<file path="src/rtl/assert_macros.svh">
// assertion helpers for the deframer
`ifndef ASSERT_MACROS_SVH
`define ASSERT_MACROS_SVH

// property must hold at every clock edge outside reset
`define ASSERT_PROP(label, clk, rst, prop, msg) \
  label: assert property (@(posedge clk) disable iff (rst) prop) else $error(msg);

// condition must never be seen outside reset
`define ASSERT_NEVER(label, clk, rst, cond, msg) \
  label: assert property (@(posedge clk) disable iff (rst) !(cond)) else $error(msg);

`endif

</file>
<file path="src/rtl/lppd_pkg.sv">
package lppd_pkg;

  localparam int MAX_PAYLOAD_DEF = 32;
  localparam int PADDR_W = 3;
  localparam int PDATA_W = 32;

  localparam logic [7:0] TRAILER_FIXED = 8'hff;

  localparam logic REG_START_BYTE = 1'b0;
  localparam logic REG_CHECK_MODE = 1'b1;

  typedef struct packed {
    logic cap_hunt;
    logic cap_id;
    logic cap_len;
    logic cap_data;
    logic emit_start;
    logic emit_read;
    logic emit_next;
  } dp_cmd_t;

  typedef struct packed {
    logic start_match;
    logic len_ok;
    logic len_zero;
    logic data_done;
    logic trailer_good;
    logic emit_last;
  } dp_sts_t;

endpackage

</file>
<file path="src/rtl/lppd_ram.sv">
module lppd_ram #(
  parameter int WIDTH = 8,
  parameter int DEPTH = lppd_pkg::MAX_PAYLOAD_DEF,
  localparam int AW = (DEPTH > 1) ? $clog2(DEPTH) : 1
) (
  input  logic             clk,
  input  logic             we,
  input  logic [AW-1:0]    waddr,
  input  logic [WIDTH-1:0] wdata,
  input  logic             re,
  input  logic [AW-1:0]    raddr,
  output logic [WIDTH-1:0] rdata
);

  logic [WIDTH-1:0] mem [DEPTH];

  always_ff @(posedge clk) begin
    if (we) begin
      mem[waddr] <= wdata;
    end
    if (re) begin
      rdata <= mem[raddr];
    end
  end

endmodule

</file>
<file path="src/rtl/lppd_regs.sv">
module lppd_regs (
  input  logic                         clk,
  input  logic                         rst,
  input  logic                         psel,
  input  logic                         penable,
  input  logic                         pwrite,
  input  logic [lppd_pkg::PADDR_W-1:0] paddr,
  input  logic [lppd_pkg::PDATA_W-1:0] pwdata,
  output logic [lppd_pkg::PDATA_W-1:0] prdata,
  output logic [7:0]                   start_byte,
  output logic                         check_mode
);

  logic wr_en;
  logic reg_sel;

  assign reg_sel = paddr[2];
  assign wr_en   = psel & penable & pwrite;

  always_ff @(posedge clk) begin
    if (rst) begin
      start_byte <= 8'd0;
      check_mode <= 1'b0;
    end else if (wr_en) begin
      unique case (reg_sel)
        lppd_pkg::REG_START_BYTE: start_byte <= pwdata[7:0];
        lppd_pkg::REG_CHECK_MODE: check_mode <= pwdata[0];
        default: ;
      endcase
    end
  end

  always_comb begin
    unique case (reg_sel)
      lppd_pkg::REG_START_BYTE: prdata = {24'd0, start_byte};
      lppd_pkg::REG_CHECK_MODE: prdata = {31'd0, check_mode};
      default:                  prdata = '0;
    endcase
  end

endmodule

</file>
<file path="src/rtl/lppd_dp.sv">
module lppd_dp #(
  parameter int MAX_PAYLOAD = lppd_pkg::MAX_PAYLOAD_DEF,
  localparam int AW = (MAX_PAYLOAD > 1) ? $clog2(MAX_PAYLOAD) : 1
) (
  input  logic              clk,
  input  logic              rst,
  input  logic [7:0]        rx_byte,
  input  logic [7:0]        start_byte,
  input  logic              check_mode,
  input  lppd_pkg::dp_cmd_t cmd,
  output lppd_pkg::dp_sts_t sts,
  output logic [7:0]        msg_id,
  output logic [6:0]        payload_len,
  output logic              has_payload,
  output logic [5:0]        payload_index,
  output logic [7:0]        payload_byte,
  output logic              last
);

  logic [7:0] held_msg_id;
  logic [6:0] held_length;
  logic [6:0] byte_count;
  logic [6:0] byte_count_next;
  logic [7:0] running_sum;
  logic [7:0] sum_next;
  logic [5:0] emit_idx;
  logic [7:0] rd_byte;
  logic [7:0] trailer_ref;

  assign byte_count_next = byte_count + 7'd1;
  assign sum_next        = running_sum + rx_byte;

  always_ff @(posedge clk) begin
    if (rst) begin
      held_msg_id <= 8'd0;
      held_length <= 7'd0;
      byte_count  <= 7'd0;
      running_sum <= 8'd0;
      emit_idx    <= 6'd0;
    end else begin
      if (cmd.cap_hunt) begin
        running_sum <= rx_byte;
      end
      if (cmd.cap_id) begin
        held_msg_id <= rx_byte;
        running_sum <= sum_next;
      end
      if (cmd.cap_len) begin
        held_length <= rx_byte[6:0];
        byte_count  <= 7'd0;
        running_sum <= sum_next;
      end
      if (cmd.cap_data) begin
        byte_count  <= byte_count_next;
        running_sum <= sum_next;
      end
      if (cmd.emit_start) begin
        emit_idx <= 6'd0;
      end else if (cmd.emit_next) begin
        emit_idx <= emit_idx + 6'd1;
      end
    end
  end

  lppd_ram #(
    .WIDTH (8),
    .DEPTH (MAX_PAYLOAD)
  ) u_store (
    .clk   (clk),
    .we    (cmd.cap_data),
    .waddr (byte_count[AW-1:0]),
    .wdata (rx_byte),
    .re    (cmd.emit_read),
    .raddr (emit_idx[AW-1:0]),
    .rdata (rd_byte)
  );

  assign trailer_ref = check_mode ? running_sum : lppd_pkg::TRAILER_FIXED;

  assign sts.start_match  = (rx_byte == start_byte);
  assign sts.len_ok       = (rx_byte <= 8'(MAX_PAYLOAD));
  assign sts.len_zero     = (rx_byte == 8'd0);
  assign sts.data_done    = (byte_count_next >= held_length);
  assign sts.trailer_good = (rx_byte == trailer_ref);
  assign sts.emit_last    = last;

  assign msg_id        = held_msg_id;
  assign payload_len   = held_length;
  assign has_payload   = (held_length != 7'd0);
  assign payload_index = emit_idx;
  assign payload_byte  = has_payload ? rd_byte : 8'd0;
  assign last          = !has_payload || ((7'(emit_idx) + 7'd1) == held_length);

endmodule

</file>
<file path="src/rtl/lppd_ctrl.sv">
module lppd_ctrl (
  input  logic              clk,
  input  logic              rst,
  input  logic              in_valid,
  output logic              in_ready,
  output logic              out_valid,
  input  logic              out_ready,
  input  lppd_pkg::dp_sts_t sts,
  output lppd_pkg::dp_cmd_t cmd
);

  typedef enum logic [6:0] {
    S_HUNT  = 7'b0000001,
    S_ID    = 7'b0000010,
    S_LEN   = 7'b0000100,
    S_DATA  = 7'b0001000,
    S_TRAIL = 7'b0010000,
    S_READ  = 7'b0100000,
    S_SHOW  = 7'b1000000
  } state_t;

  state_t state;
  state_t state_next;
  logic   in_acc;
  logic   out_acc;

  assign in_ready  = (state == S_HUNT) || (state == S_ID) || (state == S_LEN) ||
                     (state == S_DATA) || (state == S_TRAIL);
  assign out_valid = (state == S_SHOW);
  assign in_acc    = in_valid & in_ready;
  assign out_acc   = out_valid & out_ready;

  always_ff @(posedge clk) begin
    if (rst) begin
      state <= S_HUNT;
    end else begin
      state <= state_next;
    end
  end

  always_comb begin
    state_next = state;
    cmd        = '0;
    unique case (state)
      S_HUNT: begin
        if (in_acc) begin
          cmd.cap_hunt = 1'b1;
          if (sts.start_match) begin
            state_next = S_ID;
          end
        end
      end
      S_ID: begin
        if (in_acc) begin
          cmd.cap_id = 1'b1;
          state_next = S_LEN;
        end
      end
      S_LEN: begin
        if (in_acc) begin
          if (sts.len_ok) begin
            cmd.cap_len = 1'b1;
            state_next  = sts.len_zero ? S_TRAIL : S_DATA;
          end else begin
            state_next = S_HUNT;
          end
        end
      end
      S_DATA: begin
        if (in_acc) begin
          cmd.cap_data = 1'b1;
          if (sts.data_done) begin
            state_next = S_TRAIL;
          end
        end
      end
      S_TRAIL: begin
        if (in_acc) begin
          if (sts.trailer_good) begin
            cmd.emit_start = 1'b1;
            state_next     = S_READ;
          end else begin
            state_next = S_HUNT;
          end
        end
      end
      S_READ: begin
        cmd.emit_read = 1'b1;
        state_next    = S_SHOW;
      end
      S_SHOW: begin
        if (out_acc) begin
          if (sts.emit_last) begin
            state_next = S_HUNT;
          end else begin
            cmd.emit_next = 1'b1;
            state_next    = S_READ;
          end
        end
      end
      default: state_next = S_HUNT;
    endcase
  end

endmodule

</file>
<file path="src/rtl/length_prefixed_packet_deframer.sv">
// Packet deframer: hunts for the start byte, takes id, length (up to MAX_PAYLOAD),
// payload and trailer, one received byte per cycle while framing. A good frame is
// then played out one result per payload byte (one result for an empty frame); each
// result is a read of the payload RAM followed by the output request, which waits
// for out_ready, and no byte is taken until the last result of the frame has been
// accepted. Trailer check: 0xFF when check_mode is 0, else the 8-bit sum of start,
// id, length and payload bytes. Bad frames are dropped without any result.
`include "assert_macros.svh"

module length_prefixed_packet_deframer #(
  parameter int MAX_PAYLOAD = lppd_pkg::MAX_PAYLOAD_DEF
) (
  input  logic                         clk,
  input  logic                         rst,
  input  logic                         psel,
  input  logic                         penable,
  input  logic                         pwrite,
  input  logic [lppd_pkg::PADDR_W-1:0] paddr,
  input  logic [lppd_pkg::PDATA_W-1:0] pwdata,
  output logic [lppd_pkg::PDATA_W-1:0] prdata,
  output logic                         pready,
  input  logic                         in_valid,
  output logic                         in_ready,
  input  logic [7:0]                   rx_byte,
  output logic                         out_valid,
  input  logic                         out_ready,
  output logic [7:0]                   msg_id,
  output logic [6:0]                   payload_len,
  output logic                         has_payload,
  output logic [5:0]                   payload_index,
  output logic [7:0]                   payload_byte,
  output logic                         last
);

  logic [7:0]        start_byte;
  logic              check_mode;
  lppd_pkg::dp_cmd_t cmd;
  lppd_pkg::dp_sts_t sts;

  assign pready = 1'b1;

  lppd_regs u_regs (
    .clk        (clk),
    .rst        (rst),
    .psel       (psel),
    .penable    (penable),
    .pwrite     (pwrite),
    .paddr      (paddr),
    .pwdata     (pwdata),
    .prdata     (prdata),
    .start_byte (start_byte),
    .check_mode (check_mode)
  );

  lppd_ctrl u_ctrl (
    .clk       (clk),
    .rst       (rst),
    .in_valid  (in_valid),
    .in_ready  (in_ready),
    .out_valid (out_valid),
    .out_ready (out_ready),
    .sts       (sts),
    .cmd       (cmd)
  );

  lppd_dp #(
    .MAX_PAYLOAD (MAX_PAYLOAD)
  ) u_dp (
    .clk           (clk),
    .rst           (rst),
    .rx_byte       (rx_byte),
    .start_byte    (start_byte),
    .check_mode    (check_mode),
    .cmd           (cmd),
    .sts           (sts),
    .msg_id        (msg_id),
    .payload_len   (payload_len),
    .has_payload   (has_payload),
    .payload_index (payload_index),
    .payload_byte  (payload_byte),
    .last          (last)
  );

  `ASSERT_NEVER(a_no_overlap, clk, rst, in_ready && out_valid, "receive open during playout")
  `ASSERT_PROP(a_playout_holds, clk, rst, out_valid && out_ready && !last |=> !in_ready, "frame playout cut short")
  `ASSERT_PROP(a_empty_frame, clk, rst, out_valid && !has_payload |-> last && (payload_index == 6'd0), "bad empty frame result")
  `ASSERT_PROP(a_index_range, clk, rst, out_valid && has_payload |-> (7'(payload_index) < payload_len), "payload index past length")

endmodule
</file>
<file path="config.mk">
export PLATFORM = sky130hd
export DESIGN_NAME = length_prefixed_packet_deframer
export DESIGN_NICKNAME = d
export VERILOG_FILES = /design/src/rtl/lppd_pkg.sv /design/src/rtl/lppd_ram.sv /design/src/rtl/lppd_regs.sv /design/src/rtl/lppd_dp.sv /design/src/rtl/lppd_ctrl.sv /design/src/rtl/length_prefixed_packet_deframer.sv
export VERILOG_INCLUDE_DIRS = /design/src /design/src/rtl
export SDC_FILE = /design/constraint.sdc
export NUM_CORES = 1
export LEC_CHECK = 0
export ABC_CLOCK_PERIOD_IN_PS = 2300
export BUFFER_PORTS_ARGS = -buffer_cell sky130_fd_sc_hd__buf_4
export CORE_MARGIN = 3
export CORE_UTILIZATION = 36
export DETAILED_ROUTE_END_ITERATION = 12
export PLACE_DENSITY_LB_ADDON = 0.05
export SKIP_CTS_REPAIR_TIMING = 1
export SYNTH_ARGS = -nofsm -noshare
export SYNTH_HDL_FRONTEND = slang
export SYNTH_SLANG_ARGS = --single-unit
</file>
<file path="constraint.sdc">
create_clock -name clk -period 2.3 [get_ports clk]
set_input_delay 0.46 -clock clk [delete_from_list [all_inputs] [get_ports clk]]
set_output_delay 0.46 -clock clk [all_outputs]
set_load 0.005 [all_outputs]
</file>
---- After elaboration in Yosys (flattened, before gate mapping) ----
Memories as Yosys holds them, arrays and structs flattened. A register that Yosys moved wholly into a read port is not among the register bits.
Cells that the tools add are included.
storage, ports and cells
  register bits ........................... 52
  bits in writable memories ............... 256
  input bits .............................. 50
  output and inout port bits .............. 66
  logic and storage cells ................. 90
  memories ................................ 1
memory list
  memory            words  width  rd ports  clocked after memory_dff  write ports  RTL line        source
  u_dp.u_store.mem  32     8      1         1                         1            lppd_ram.sv:15  logic [WIDTH-1:0] mem [DEPTH];
operators by class
  add/subtract/negate cells ............... 4
  $lt $le $gt $ge ......................... 2
  equal/unequal tests ..................... 18
  mux-type cells .......................... 38
  bitwise gates (word level) .............. 5
  reductions and logical operators ........ 14
operators by type and width
  operator                                                                           number
  7-bit 2-to-1 mux                                                                   11
  32-bit one-hot mux with 2 select lines                                             1
  7-bit one-hot mux with 7 select lines                                              1
  8-bit 2-to-1 mux                                                                   6
  8-bit equality test                                                                2
  1-bit 2-to-1 mux                                                                   16
  6-bit 2-to-1 mux                                                                   2
  2-bit by 1-bit inequality test with 1-bit output (second input constant)           5
  8-bit adder                                                                        1
  8-bit by 6-bit less-or-equal comparator with 1-bit output (second input constant)  1
  8-bit zero test                                                                    1
  8-bit AND reduction                                                                1
  6-bit by 1-bit adder with 7-bit output (second input constant)                     1
  7-bit by 1-bit adder with 7-bit output (second input constant)                     1
  7-bit by 1-bit equality test with 1-bit output (second input constant)             1
  7-bit by 2-bit equality test with 1-bit output (second input constant)             1
  7-bit by 3-bit equality test with 1-bit output (second input constant)             1
  7-bit by 4-bit equality test with 1-bit output (second input constant)             1
  7-bit by 5-bit equality test with 1-bit output (second input constant)             1
  7-bit by 6-bit equality test with 1-bit output (second input constant)             1
  7-bit equality test                                                                1
  7-bit equality test (second input constant)                                        1
  7-bit >= comparator                                                                1
  7-bit nonzero test                                                                 1
  11 further kinds                                                                   21

---- Depth between registers and ports, before layout ----
  word-level depth ........................ 12
  gate-level depth with buffers ........... 11
  mapped depth without buffers ............ 11

---- By module ----
Synthesis repeated with hierarchy kept, for this count alone.
unflattened totals
  cells, all modules ...................... 888
  area total of the unflattened synthesis .. 13992.2 µm²
by module, submodules not included
  module                           times used  cells each  area each (µm²)  seq. area each (µm²)
  lppd_ram                         1           417         10133.5          7927.6
  lppd_dp                          1           304         2503.7           720.7
  lppd_regs                        1           73          675.6            180.2
  lppd_ctrl                        1           92          668.1            140.1
  length_prefixed_packet_deframer  1           2           11.3             0.0

---- Worst setup path before layout ----
Ideal clock, no wire load.
  path kind ............................... register to register
  start point ............................. register u_dp.emit_idx[0], in the netlist u_dp.payload_index[0]
  end point ............................... register u_dp.u_store.rdata[7] (read register of u_dp.u_store.mem) (data pin)
  setup time .............................. 0.253 ns
  arrival ................................. 2.157 ns
  data required time ...................... 2.047 ns
  path slack .............................. -0.111 ns
  stages on the path, launching flop included .. 8
  path buffers ............................ 3
  clock period less this slack ............ 2.411 ns
  cell sequence ........................... dfxtp_1 > clkbuf_1 > buf_2 > buf_2 > mux4_2 > mux4_2 > nand2_1 > nand2_1
RTL lines
  element                   RTL line        source
  start: declaration        lppd_dp.sv:26   logic [5:0] emit_idx;
  start signal: assignment  lppd_dp.sv:60   emit_idx <= emit_idx + 6'd1;
  end: declaration          lppd_ram.sv:12  output logic [WIDTH-1:0] rdata

---- Worst setup path in the final report ----
  start point ............................. register u_dp.emit_idx[1], in the netlist u_dp.payload_index[1]
  end point ............................... output last
on the way
  cells in the longest elaborated chain, start to end .. 3
ends and longest elaborated chain
  element                                 RTL line                               source
  6-bit by 1-bit adder with 7-bit output  lppd_dp.sv:92                          assign last = !has_payload || ((7'(emit_idx) + 7'd1) == held_length);
  7-bit equality test                     lppd_dp.sv:92
  1-bit logical OR                        lppd_dp.sv:92
  end: declaration                        length_prefixed_packet_deframer.sv:32  output logic last
No other way between the ends.

==> metrics.md <==
| Metric | Value |
|---|---|
| Vias | 8217 |
| # rows | ~70 |
| Run status | finished with violations |
| Design area | around 0.017 sq mm |
| Leakage | 5.959 nW |
| Post-Synthesis Cells | between 900 and 1000 |
| Final hold violations | 0 |
| Initial DRC count | 473 |
| Final slew viol count | 0 |
| Post-DP HPWL | 24440 um |
| Core Area | 0.03793 sq mm |
| Reg2reg path depth | 6 |
| Hold Slack | 0.1891 ns |
| Setup violators final | 2 |
| Worst-Skew Late Latency | 0.52 ns |
| Clk buf depth | 3 |
| Crit path DAT | ~2.0 ns |
| Number of antenna diodes | 0 |
| GPL Wtd Cong | 0.7713 |
| Final Skew | 0.02421 ns |
| Switch Pwr | between 2 and 2.5 mW |
| Clk pwr share | 45.4% |
| PortBufs | 64 |
| Total GRT Usage | 17.29% |
| Post-synth ARST share | 0% |
| Violated checks | setup timing |
| I/O pins | 116 |
| Final ANT Viol Nets | 0 |
| Vias in the first global route | roughly 8400 |
| Layout cells sized above 1 | between 30% and 40% |
| Dominant cell type by area after synthesis | edfxtp_1 |
| Number of synthesized register bits | between 300 and 400 |
| Inserted Clock Buffers | 37 |
| Routed length per instance | 21.32 um |
| Die width | 202.7 um |
| Synthesized area | 0.01393 sq mm |
| Initial Util | between 30 and 40% |
| Sw frac | 20.52% |
| Nature of the critical path endpoint | output port |
| Placed cell count | 1575 |
| Die area | about 0.04 sq mm |
| RSZ-0062 raised after global routing | yes |
| Tightest Pin Transition | roughly 0.52 ns |
| DRT Pass-1 Iters | 4 |
| CP Data Required Time | between 1.5 and 2 ns |
| Yosys warnings | 0 |
| Worst min path class | in2reg |
| Worst hold stages | 3 |
| Logic gate share of total power | 3.1% |
| Post-route minimum period | ~2.4 ns |
| CTS sink count | 316 |
| Synth top area share | between 50 and 60% |
| Placement Setup Slack | -0.07319 ns |
| Avg Cell Area, Syn | 14.97 sq um |
| Worst Setup Path Type | reg2out |
| Clk slew on worst S/H paths | roughly 0.060 ns |
| EDFF count, synth | 264 |
| Post-Layout Cell Count | 1659 |
| CTS tree | done |
| Final Worst Setup Slack | -0.1273 ns |
| Total Wirelength | 35370 um |
| Cell-internal power | 9.597 mW |
| Post-synthesis sequential area ratio | 64.40% |
| Prevailing post-synth register cell | edfxtp_1 |
| Synth top area cells | edfxtp_1 57%, mux4_2 13%, dfxtp_1 7.5% |
| Grt ovf | 0 |
| Final nets | 1190 |
| Post-route DRC | 0 |
| H-tree Lvls | 2 |
| Layout area overhead | 24.09% |
| Worst-path maximum fanout | 6 |
| Initial antenna violation count | 2 |
| Number of distinct library cells after synthesis | 71 |
| First-pass GRT wire length | 53730 um |
| PD cells | 698.8 mW/mm^2 |
| CTS root buf | clkbuf_16 |
| Reg power frac | between 50 and 60% |
| Pin count of the biggest net entering global routing | 46 |
| DR vias/cell | 4.953 |
| Chip height | 202.7 um |
| Worst slew margin | 65.07% |
| Fmax | 0.4120 GHz |
| Startpoint class of the critical path | flop |
| Max rail drop VDD | 0.3968 mV |
| Final period util | 105.5% |
| Placed Area | 0.01575 sq mm |
| MaxCap Viol Count | 0 |
| Fill count | 3420 |
[cell type report]
class	instances	area (sq um)	share of cell area [%]
sequential	316	8996	52.06
multi-input combinational	538	4741	27.43
timing repair buffer	202	1680	9.724
clock buffer	50	994.7	5.756
tap	511	639.4	3.700
clock inverter	17	135.1	0.7820
inverter	25	93.84	0.5430
[state kept, by name, summed over array words and instances (netlist names)]
name                flops
u_dp.u_store.mem      256
u_regs.check_mode       1
u_regs.start_byte       8
u_dp.payload_len        7
u_dp.payload_index      6
u_dp.u_store.rdata      8
u_dp.byte_count         7
u_dp.running_sum        8
u_ctrl.state            7
u_dp.msg_id             8
[power by group through the flow]
stage	Sequential, mW	Combinational [mW]	Clock (mW)
floorplan	6.34	0.211	0
global placement	6.34	0.379	0
detailed placement	6.34	0.381	0
CTS	6.22	0.381	5.65
global route	6.22	0.420	5.90
finish	6.22	0.375	5.48
[cell families after synthesis]
| group | after synthesis | synth area share [%] |
|---|---|---|
| flip-flops | 316 | 64.40 |
| AND/OR/NAND/NOR | 265 | 9.290 |
| multiplexers | 99 | 14.32 |
| buffers and inverters | 99 | 3.504 |
| AO/OA/AOI/OAI | 92 | 4.250 |
| XOR/XNOR | 37 | 2.327 |
| adder cells (fa/ha/maj) | 20 | 1.851 |
| other | 2 | 0.05393 |
[synth_stat cells, types with 8 or more instances]
| library cell | count |
|---|---|
| nand4_1 | 11 |
| and2_1 | 9 |
| mux4_2 | 80 |
| nor2b_1 | 10 |
| o21ai_1 | 12 |
| ha_1 | 19 |
| buf_2 | 9 |
| mux2i_1 | 17 |
| nor2_1 | 70 |
| nor3_1 | 12 |
| xor2_1 | 10 |
| buf_4 | 28 |
| edfxtp_1 | 264 |
| xnor2_1 | 27 |
| a21oi_1 | 37 |
| nand2_1 | 88 |
| nand3_1 | 27 |
| inv_1 | 22 |
| dfxtp_1 | 52 |
| o21ai_0 | 8 |
| clkbuf_1 | 34 |
[path summary, 6_finish.rpt]
kind	startpoint	end	slack (ns)
max reg2reg	u_dp.payload_index[0]	u_dp.u_store.rdata[5]	0.01
min	pwdata[1]	u_regs.start_byte[1]	0.19
min reg2reg	u_dp.running_sum[0]	u_dp.running_sum[0]	0.48
max	u_dp.payload_index[1]	last	-0.13
[placed cells by master, fill, tap and decap left out, types with 3 or more instances in the layout]
| cell | synthesis | routed |
|---|---|---|
| o21ai_2 | 1 | 3 |
| nand4_1 | 11 | 11 |
| nor2_1 | 70 | 68 |
| nor2b_1 | 10 | 10 |
| and2_4 | 0 | 8 |
| or3_1 | 4 | 4 |
| o21ai_0 | 8 | 5 |
| dfxtp_1 | 52 | 38 |
| nand3_1 | 27 | 25 |
| buf_4 | 28 | 177 |
| buf_12 | 0 | 8 |
| nand2_1 | 88 | 86 |
| clkinv_1 | 0 | 7 |
| xnor2_1 | 27 | 25 |
| nand3b_1 | 5 | 5 |
| edfxtp_1 | 264 | 264 |
| ha_1 | 19 | 17 |
| dfxtp_4 | 0 | 4 |
| a21oi_1 | 37 | 35 |
| conb_1 | 2 | 25 |
| buf_6 | 0 | 17 |
| a21o_1 | 3 | 3 |
| clkbuf_16 | 0 | 37 |
| and3_1 | 4 | 3 |
| nor3_1 | 12 | 10 |
| mux4_2 | 80 | 80 |
| o211ai_1 | 4 | 4 |
| nor3_2 | 1 | 3 |
| inv_2 | 3 | 3 |
| inv_1 | 22 | 22 |
| mux2i_1 | 17 | 17 |
| clkinv_2 | 0 | 5 |
| clkbuf_1 | 34 | 11 |
| dfxtp_2 | 0 | 10 |
| o21ai_1 | 12 | 13 |
| xor2_1 | 10 | 9 |
[worst max-delay path, cell delays in order, from the launching register on]
cell,delay [ns]
dfxtp_4,0.36
ha_4,0.19
and4_4,0.16
or3_1,0.30
o211ai_1,0.11
nand3_1,0.14
nand2_1,0.09
buf_4,0.10
[stage by stage]
step,total power [mW],TNS [ns],utilization (%)
finish,12.07,-0.1471,45.56
global route,12.53,-0.9749,45.56
CTS,12.25,-1.869,44.51
detailed placement,6.720,-0.1494,41.53
global placement,6.719,-0.1301,41.53
floorplan,6.550,-0.9361,-
[metal layers]
metal	part of all wire [%]	GRT usage, %
met1	46	24.15
met2	49	28.67
met3	3.3	2.742
met4	1.9	4.108
met5	0.037	0
No activity file was read; power rests on OpenSTA's default activity.
